<file path="config.mk">
export PLATFORM = sky130hd
export DESIGN_NAME = hdlc_deframer_crc_check
export DESIGN_NICKNAME = d
export VERILOG_FILES = /design/src/sv/hdlcd_pkg.sv /design/src/sv/hdlc_deframer_crc_check.sv /design/src/sv/hdlcd_crc_step.sv
export SDC_FILE = /design/constraint.sdc
export NUM_CORES = 1
export LEC_CHECK = 0
export BUFFER_PORTS_ARGS = -buffer_cell sky130_fd_sc_hd__buf_2
export CAP_MARGIN = 40
export CELL_PAD_IN_SITES_DETAIL_PLACEMENT = 0
export CELL_PAD_IN_SITES_GLOBAL_PLACEMENT = 1
export CORE_MARGIN = 5
export CORE_UTILIZATION = 35
export CTS_CLUSTER_DIAMETER = 200
export DETAILED_ROUTE_END_ITERATION = 16
export PLACE_DENSITY_LB_ADDON = 0.25
export SLEW_MARGIN = 20
export SYNTH_ARGS = -nofsm -noshare
export SYNTH_HDL_FRONTEND = slang
export SYNTH_SLANG_ARGS = --single-unit
</file>
<file path="constraint.sdc">
create_clock -name clk -period 3.6 [get_ports clk]
set_clock_uncertainty 0.1 [all_clocks]
set_input_delay 0.18 -clock clk [delete_from_list [all_inputs] [get_ports clk]]
set_output_delay 0.18 -clock clk [all_outputs]
set_load 0.02 [all_outputs]
</file>
<file path="src/sv/hdlcd_pkg.sv">
// Shared types and constants for the HDLC deframer with CRC-16 check.
`timescale 1ns / 1ps

package hdlcd_pkg;

  localparam int BYTE_W          = 8;
  localparam int CRC_W           = 16;
  localparam int MAXLEN_W        = 10;
  localparam int LEN_W           = 10;
  localparam int KIND_W          = 3;
  localparam int CFG_IDX_W       = 3;
  localparam int CFG_DATA_W      = 16;
  localparam int COUNT_BITS_DEF  = 10;

  localparam logic [CRC_W-1:0] CRC_POLY = 16'h1021;

  // A frame needs at least this many unstuffed bytes, CRC included.
  localparam int MIN_FRAME_BYTES = 4;
  // Depth of the delay line that holds back the received CRC.
  localparam int HELD_DEPTH      = 2;

  // Configuration register reset values.
  localparam logic [BYTE_W-1:0]   FLAG_RST   = 8'h7E;
  localparam logic [BYTE_W-1:0]   ESCAPE_RST = 8'h7D;
  localparam logic [BYTE_W-1:0]   MASK_RST   = 8'h20;
  localparam logic [CRC_W-1:0]    CRCI_RST   = 16'hFFFF;
  localparam logic [MAXLEN_W-1:0] MAXLEN_RST = 10'd266;

  typedef enum logic [CFG_IDX_W-1:0] {
    CFG_FLAG    = 3'd0,
    CFG_ESCAPE  = 3'd1,
    CFG_MASK    = 3'd2,
    CFG_CRCI    = 3'd3,
    CFG_MAXLEN  = 3'd4
  } cfg_idx_t;

  typedef enum logic [KIND_W-1:0] {
    KIND_DATA     = 3'd0,
    KIND_GOOD     = 3'd1,
    KIND_SHORT    = 3'd2,
    KIND_CRC_ERR  = 3'd3,
    KIND_OVERFLOW = 3'd4
  } kind_t;

endpackage

</file>
<file path="src/sv/hdlc_deframer_crc_check.sv">
// HDLC deframer: flag delimiting, byte unstuffing, CRC-16 check and status report.
`timescale 1ns / 1ps

// Channel   Direction  Handshake            Word
// in_       input      in_valid / in_stall  in_line_byte (raw line byte)
// out_      output     out_valid / out_stall out_result_kind, out_data_byte, out_frame_length
// cfg_      input      cfg_we               cfg_index, cfg_data (write only)
//
// The block takes one line byte per clock cycle unless in_stall is high. A byte
// is held in the input register; the deframing, unstuffing and CRC update happen
// in the step from the input register to the result register, so a result word
// reaches the result ports through the input register and then the result register.
// The byte-wide CRC update sets the path.
// Reset is synchronous and active low: the block goes idle and the
// configuration registers return to their defaults.
// A stall on the result side holds the result register and then the input
// register; in_stall rises only when the input register cannot move on.

module hdlc_deframer_crc_check #(
  parameter int COUNT_BITS = hdlcd_pkg::COUNT_BITS_DEF
) (
  input  logic                               clk,
  input  logic                               rst_n,
  // input channel
  input  logic                               in_valid,
  output logic                               in_stall,
  input  logic [hdlcd_pkg::BYTE_W-1:0]       in_line_byte,
  // result channel
  output logic                               out_valid,
  input  logic                               out_stall,
  output logic [hdlcd_pkg::KIND_W-1:0]       out_result_kind,
  output logic [hdlcd_pkg::BYTE_W-1:0]       out_data_byte,
  output logic [hdlcd_pkg::LEN_W-1:0]        out_frame_length,
  // configuration port
  input  logic                               cfg_we,
  input  logic [hdlcd_pkg::CFG_IDX_W-1:0]    cfg_index,
  input  logic [hdlcd_pkg::CFG_DATA_W-1:0]   cfg_data
);
  import hdlcd_pkg::*;

  // Width in which the frame limit and the byte count are compared.
  localparam int CMP_W = (COUNT_BITS > MAXLEN_W) ? COUNT_BITS : MAXLEN_W;
  localparam logic [CMP_W-1:0] COUNT_MAX = CMP_W'((64'd1 << COUNT_BITS) - 64'd1);

  // Configuration registers.
  logic [BYTE_W-1:0]   flag_r;
  logic [BYTE_W-1:0]   escape_r;
  logic [BYTE_W-1:0]   mask_r;
  logic [CRC_W-1:0]    crci_r;
  logic [MAXLEN_W-1:0] maxlen_r;

  always_ff @(posedge clk) begin
    if (!rst_n) begin
      flag_r   <= FLAG_RST;
      escape_r <= ESCAPE_RST;
      mask_r   <= MASK_RST;
      crci_r   <= CRCI_RST;
      maxlen_r <= MAXLEN_RST;
    end else if (cfg_we) begin
      case (cfg_index)
        CFG_FLAG:   flag_r   <= cfg_data[BYTE_W-1:0];
        CFG_ESCAPE: escape_r <= cfg_data[BYTE_W-1:0];
        CFG_MASK:   mask_r   <= cfg_data[BYTE_W-1:0];
        CFG_CRCI:   crci_r   <= cfg_data[CRC_W-1:0];
        CFG_MAXLEN: maxlen_r <= cfg_data[MAXLEN_W-1:0];
        default: ;
      endcase
    end
  end

  // Input register.
  logic              in_valid_r;
  logic [BYTE_W-1:0] in_byte_r;
  logic              advance;
  logic              in_accept;

  // The input register moves into the result register when that one is
  // empty or is being emptied in the same cycle.
  assign advance   = in_valid_r && (!out_valid || !out_stall);
  assign in_stall  = in_valid_r && !advance;
  assign in_accept = in_valid && !in_stall;

  always_ff @(posedge clk) begin
    if (!rst_n) begin
      in_valid_r <= 1'b0;
    end else if (in_accept) begin
      in_valid_r <= 1'b1;
    end else if (advance) begin
      in_valid_r <= 1'b0;
    end
  end

  always_ff @(posedge clk) begin
    if (in_accept) begin
      in_byte_r <= in_line_byte;
    end
  end

  // Frame state.
  logic                  in_frame_r,   in_frame_nxt;
  logic                  esc_r,        esc_nxt;
  logic [COUNT_BITS-1:0] count_r,      count_nxt;
  logic [CRC_W-1:0]      crc_r,        crc_nxt;
  logic [BYTE_W-1:0]     held0_r,      held0_nxt;
  logic [BYTE_W-1:0]     held1_r,      held1_nxt;

  logic              res_valid;
  kind_t             res_kind;
  logic [BYTE_W-1:0] res_data;
  logic [LEN_W-1:0]  res_len;

  logic [CRC_W-1:0]  crc_upd;
  logic [CMP_W-1:0]  limit;
  logic [BYTE_W-1:0] ubyte;

  hdlcd_crc_step u_crc_step (
    .crc_in  (crc_r),
    .data_in (held0_r),
    .crc_out (crc_upd)
  );

  // The configured limit never exceeds what the byte counter can hold.
  assign limit = (CMP_W'(maxlen_r) > COUNT_MAX) ? COUNT_MAX : CMP_W'(maxlen_r);

  always_comb begin
    in_frame_nxt = in_frame_r;
    esc_nxt      = esc_r;
    count_nxt    = count_r;
    crc_nxt      = crc_r;
    held0_nxt    = held0_r;
    held1_nxt    = held1_r;
    res_valid    = 1'b0;
    res_kind     = KIND_DATA;
    res_data     = '0;
    res_len      = '0;
    ubyte        = in_byte_r;

    if (in_byte_r == flag_r) begin
      // The flag test comes first, so a flag always delimits, even after an
      // escape byte.
      if (in_frame_r) begin
        res_valid = 1'b1;
        res_len   = LEN_W'(count_r);
        if (count_r < COUNT_BITS'(MIN_FRAME_BYTES)) begin
          res_kind = KIND_SHORT;
        end else if ({held0_r, held1_r} == crc_r) begin
          res_kind = KIND_GOOD;
        end else begin
          res_kind = KIND_CRC_ERR;
        end
        in_frame_nxt = 1'b0;
        esc_nxt      = 1'b0;
      end else begin
        in_frame_nxt = 1'b1;
        esc_nxt      = 1'b0;
        count_nxt    = '0;
        crc_nxt      = crci_r;
        held0_nxt    = '0;
        held1_nxt    = '0;
      end
    end else if (in_frame_r) begin
      if (!esc_r && (in_byte_r == escape_r)) begin
        esc_nxt = 1'b1;
      end else begin
        if (esc_r) begin
          ubyte = in_byte_r ^ mask_r;
        end
        esc_nxt = 1'b0;
        if (CMP_W'(count_r) >= limit) begin
          // The frame is too long: drop this byte and the rest of the frame.
          res_valid    = 1'b1;
          res_kind     = KIND_OVERFLOW;
          res_len      = LEN_W'(count_r);
          in_frame_nxt = 1'b0;
        end else begin
          held0_nxt = held1_r;
          held1_nxt = ubyte;
          count_nxt = count_r + COUNT_BITS'(1);
          // Once the delay line is full, the oldest byte leaves it as data
          // and enters the running CRC.
          if (count_r >= COUNT_BITS'(HELD_DEPTH)) begin
            crc_nxt   = crc_upd;
            res_valid = 1'b1;
            res_kind  = KIND_DATA;
            res_data  = held0_r;
          end
        end
      end
    end
  end

  always_ff @(posedge clk) begin
    if (!rst_n) begin
      in_frame_r <= 1'b0;
      esc_r      <= 1'b0;
      count_r    <= '0;
      crc_r      <= CRCI_RST;
      held0_r    <= '0;
      held1_r    <= '0;
    end else if (advance) begin
      in_frame_r <= in_frame_nxt;
      esc_r      <= esc_nxt;
      count_r    <= count_nxt;
      crc_r      <= crc_nxt;
      held0_r    <= held0_nxt;
      held1_r    <= held1_nxt;
    end
  end

  // Result register.
  logic              out_valid_r;
  kind_t             out_kind_r;
  logic [BYTE_W-1:0] out_data_r;
  logic [LEN_W-1:0]  out_len_r;

  always_ff @(posedge clk) begin
    if (!rst_n) begin
      out_valid_r <= 1'b0;
    end else if (advance) begin
      out_valid_r <= res_valid;
    end else if (!out_stall) begin
      out_valid_r <= 1'b0;
    end
  end

  always_ff @(posedge clk) begin
    if (advance && res_valid) begin
      out_kind_r <= res_kind;
      out_data_r <= res_data;
      out_len_r  <= res_len;
    end
  end

  assign out_valid        = out_valid_r;
  assign out_result_kind  = out_kind_r;
  assign out_data_byte    = out_data_r;
  assign out_frame_length = out_len_r;

  // A data word never carries a length, and a status word never a data byte.
  a_fields_exclusive: assert property (@(posedge clk) disable iff (!rst_n)
    out_valid_r |-> ((out_kind_r == KIND_DATA) ? (out_len_r == '0) : (out_data_r == '0)))
    else $error("result word mixes data and status fields");

  // Inside a frame the byte count never runs past the limit.
  a_count_bound: assert property (@(posedge clk) disable iff (!rst_n)
    (in_frame_r && !cfg_we && !$past(cfg_we)) |-> (CMP_W'(count_r) <= limit))
    else $error("byte count beyond frame limit");

  // Any status word closes the frame.
  a_status_closes: assert property (@(posedge clk) disable iff (!rst_n)
    (advance && res_valid && (res_kind != KIND_DATA)) |=> !in_frame_r)
    else $error("frame still open after status word");

  // An empty input register never holds off the line.
  a_no_idle_stall: assert property (@(posedge clk) disable iff (!rst_n)
    !in_valid_r |-> !in_stall)
    else $error("input stalled with empty input register");

endmodule

</file>
<file path="src/sv/hdlcd_crc_step.sv">
// One byte-wide CRC-16 update, polynomial 0x1021, MSB first.
`timescale 1ns / 1ps

module hdlcd_crc_step (
  input  logic [hdlcd_pkg::CRC_W-1:0]  crc_in,
  input  logic [hdlcd_pkg::BYTE_W-1:0] data_in,
  output logic [hdlcd_pkg::CRC_W-1:0]  crc_out
);
  import hdlcd_pkg::*;

  always_comb begin
    logic [CRC_W-1:0] c;
    c = crc_in ^ {data_in, {(CRC_W-BYTE_W){1'b0}}};
    for (int i = 0; i < BYTE_W; i++) begin
      if (c[CRC_W-1]) begin
        c = {c[CRC_W-2:0], 1'b0} ^ CRC_POLY;
      end else begin
        c = {c[CRC_W-2:0], 1'b0};
      end
    end
    crc_out = c;
  end

endmodule

</file>
==> reports/results.ini <==
[die]
floorplan.die.height_um=141
effective_utilization_at_floorplan_pct=35.3
design.core.area_um2=17100
die-width_um=141
num_rows=48
boundaryPins=55
dieArea_um2=20000

[setup_path]
timing.critical_path.mode_cell=sky130_fd_sc_hd__a21oi_1
critical_path_peak_fanout=28
worstSetupPathType=reg2reg
critical_path.n_buffers_inverters=0
critical_path.reg2reg.startpoint=count_r[7]
endpoint_kind=flop
path_delay_family=simple AND/OR/NAND/NOR gates
critPathSlowestCell=sky130_fd_sc_hd__nand4_2
slowest_delay_ps=650
worst_setup_path_startpoint=count_r[7]
required_ps=3850
start_kind=flop
timing.critical_path.cells=ha_1 -> a21oi_1 -> nor2_1 -> a211oi_2 -> nand4_2 -> or3_1 -> a21oi_1
cp.arrival_ps=3110

[min_path]
timing.hold.worst.start=rst_n
worst_min_delay_path_category=in2reg

[drt]
drt_iter0_markers=405
met3_length_um=981
drt_pre_antenna_iters=5
post_drt_via_cell_ratio=5.06
detailed_route_wire_length_mm=16.3
met2WireLength_mm=7.23
dr.max_layer_used=met4
via_count=5003
final_antenna_net_count=0
post-route-drc-count=0
routedWlPerCell_um=16.5
route.layer.met1.wl_mm=7.90

[power]
p_leak_uw=0.00272
power.ir.vdd_worst_mv=0.315
p_per_area_nw_per_um2=482

[global_route]
largest_net_degree_at_the_start_of_global_routing=50
grt_pass1_vias=4906
grt_overflow=0
antenna_violations_before_repair=0
grt_use_total_pct=16.8
grt_first_pass_wirelength_mm=26.4

[clock_tree]
path_clk_slew_ps=60
cts_tree=built
clk-insertion-delay-late_ps=420
htree_levels=4
postCtsSetupRepairBufs=0
ctsRootBufferMaster=sky130_fd_sc_hd__clkbuf_16
cts.sink_count=125
cts_buffers=17
cts-hold-fix-buffers=25
clock_tree.buffer_depth=2
cts_resized=0

[placed_design]
gp_congestion=0.859
place.port_buffers=54
post_dp_hpwl_mm=11.7
place.detailed.instances=931
place_worst_setup_slack_ps=741

[yosys]
asyncSetResetFlopFracSynth_pct=0
netlist_area_before_placement_um2=6040
syn-mean-instance-area_um2=8.86
post_synth_num_cell_types=59
mappedNetlistNets=725
yosys_warnings=0
synth-edff-count=29
yosysSeqAreaShare_pct=46.2
main_synth_ff_type=sky130_fd_sc_hd__dfxtp_1
flops_latches_synth=125
post_syn_instances=682

[flow_run]
drv_cap=0

[cells_and_area]
layout.filler_cells=1670
final_layout_size_suffix_gt1_share_pct=14.7
area_delta_synth_final_pct=22.4
num_antenna_cells=0
fin_cells=989
finalNetCount=794

[run_status]
status=finished clean

[timing]
report.final.hold_viol_count=0
timing.fmax_mhz=350
worst_pin_slew_ps=806
setup-tns-final_ps=0
setup_violations=0
slew-limit-headroom_pct=46.2
timing_max_transition_violations_final=0
period_needed_ps=2860
final_min_period_over_clock_period_pct=79.4
final.setup.worst_slack_ps=742
grt_setup_unrepaired=no

worst reg2reg max path, stage by stage, from the launching register on:
cell and delay [ps]:
sky130_fd_sc_hd__dfxtp_1 440, sky130_fd_sc_hd__ha_1 290, sky130_fd_sc_hd__a21oi_1 150, sky130_fd_sc_hd__nor2_1 60
sky130_fd_sc_hd__a211oi_2 400, sky130_fd_sc_hd__nand4_2 650, sky130_fd_sc_hd__or3_1 560, sky130_fd_sc_hd__a21oi_1 140
layout make-up:
type | instances | area, µm² | area share (%)
tap | 225 | 282 | 3.81
multi-input combinational | 499 | 3000 | 40.6
sequential | 125 | 2790 | 37.8
timing repair buffer | 88 | 591 | 7.99
clock buffer | 20 | 437 | 5.91
inverter | 20 | 75.1 | 1.02
clock inverter | 12 | 218 | 2.94
worst paths after layout:
path | endpoint | slack (ps) | depth (start not counted)
max | count_r[3] | 740 | 7
min | count_r[1] | 70 | 2
max reg2reg | count_r[3] | 740 | 7
min reg2reg | maxlen_r[6] | 360 | 2
through the flow:
stage	area (µm²)	utilization (%)	hold WS, ps	total power [µW]
after floorplan	6040	-	179	1600
after global placement	6480	37.9	257	1660
after detailed placement	6480	37.9	258	1660
after CTS	7380	43.1	0.159	3600
after global routing	7390	43.2	64.6	3690
final	7390	43.2	70.2	3560
placed cells by master, fill, tap and decap left out, types with 6 or more instances in the layout:
master and n:
sky130_fd_sc_hd__xnor2_1 42, sky130_fd_sc_hd__buf_4 8, sky130_fd_sc_hd__ha_1 11, sky130_fd_sc_hd__clkbuf_16 17, sky130_fd_sc_hd__a21oi_1 42, sky130_fd_sc_hd__edfxtp_1 29, sky130_fd_sc_hd__xor2_1 12, sky130_fd_sc_hd__dlygate4sd3_1 26
sky130_fd_sc_hd__nand2_1 146, sky130_fd_sc_hd__a211o_1 8, sky130_fd_sc_hd__o311ai_1 8, sky130_fd_sc_hd__bufinv_16 6, sky130_fd_sc_hd__nand2b_1 10, sky130_fd_sc_hd__nor3_1 14, sky130_fd_sc_hd__nor2_1 25, sky130_fd_sc_hd__inv_1 19
sky130_fd_sc_hd__nand4_1 6, sky130_fd_sc_hd__and3_1 9, sky130_fd_sc_hd__o221a_1 8, sky130_fd_sc_hd__dfxtp_1 96, sky130_fd_sc_hd__buf_2 54, sky130_fd_sc_hd__o21ai_1 10, sky130_fd_sc_hd__and2_1 17, sky130_fd_sc_hd__nand3_1 60
synth_stat cells (all sizes together) (15+ instances only):
cell type | number | area, µm²
nand2 | 147 | 554
dfxtp | 96 | 1920
nand3 | 60 | 300
a21oi | 44 | 228
xnor2 | 42 | 368
edfxtp | 29 | 871
nor2 | 28 | 110
clkbuf | 27 | 101
inv | 19 | 71.3
and2 | 17 | 106
nor3 | 17 | 106
o21ai | 15 | 75.1
report_power, final:
part	internal, µW	switching [µW]
clock network	1290	618
registers	1460	23.6
logic	71.2	98.9
total	2820	740
cells by family (layout without fill, tap and decap cells):
group / Yosys count / in the layout / synth area share [%]
buffers and inverters: 58 / 140 / 4.16
xor gates and xnor gates: 56 / 56 / 8.37
DFF: 125 / 125 / 46.2
muxes: 4 / 4 / 0.683
AOI/OAI and AO/OA: 112 / 112 / 13.1
adders and majority gates: 11 / 11 / 2.28
and+or+nand+nor: 316 / 316 / 25.2
registers in the layout (all words and copies together) (netlist names), 10 cells and up:
register / count
maxlen_r: 10
count_r: 10
crc_r: 16
crci_r: 16
out_frame_length: 10
routing by layer:
metal / vias up / track usage [%]
li1: 2502 / -
met1: 2316 / 23.7
met2: 168 / 25.2
met3: 17 / 4.38
met4: 0 / 5.51
met5: - / 0
Note: power is estimated with default switching activity, not from simulation.
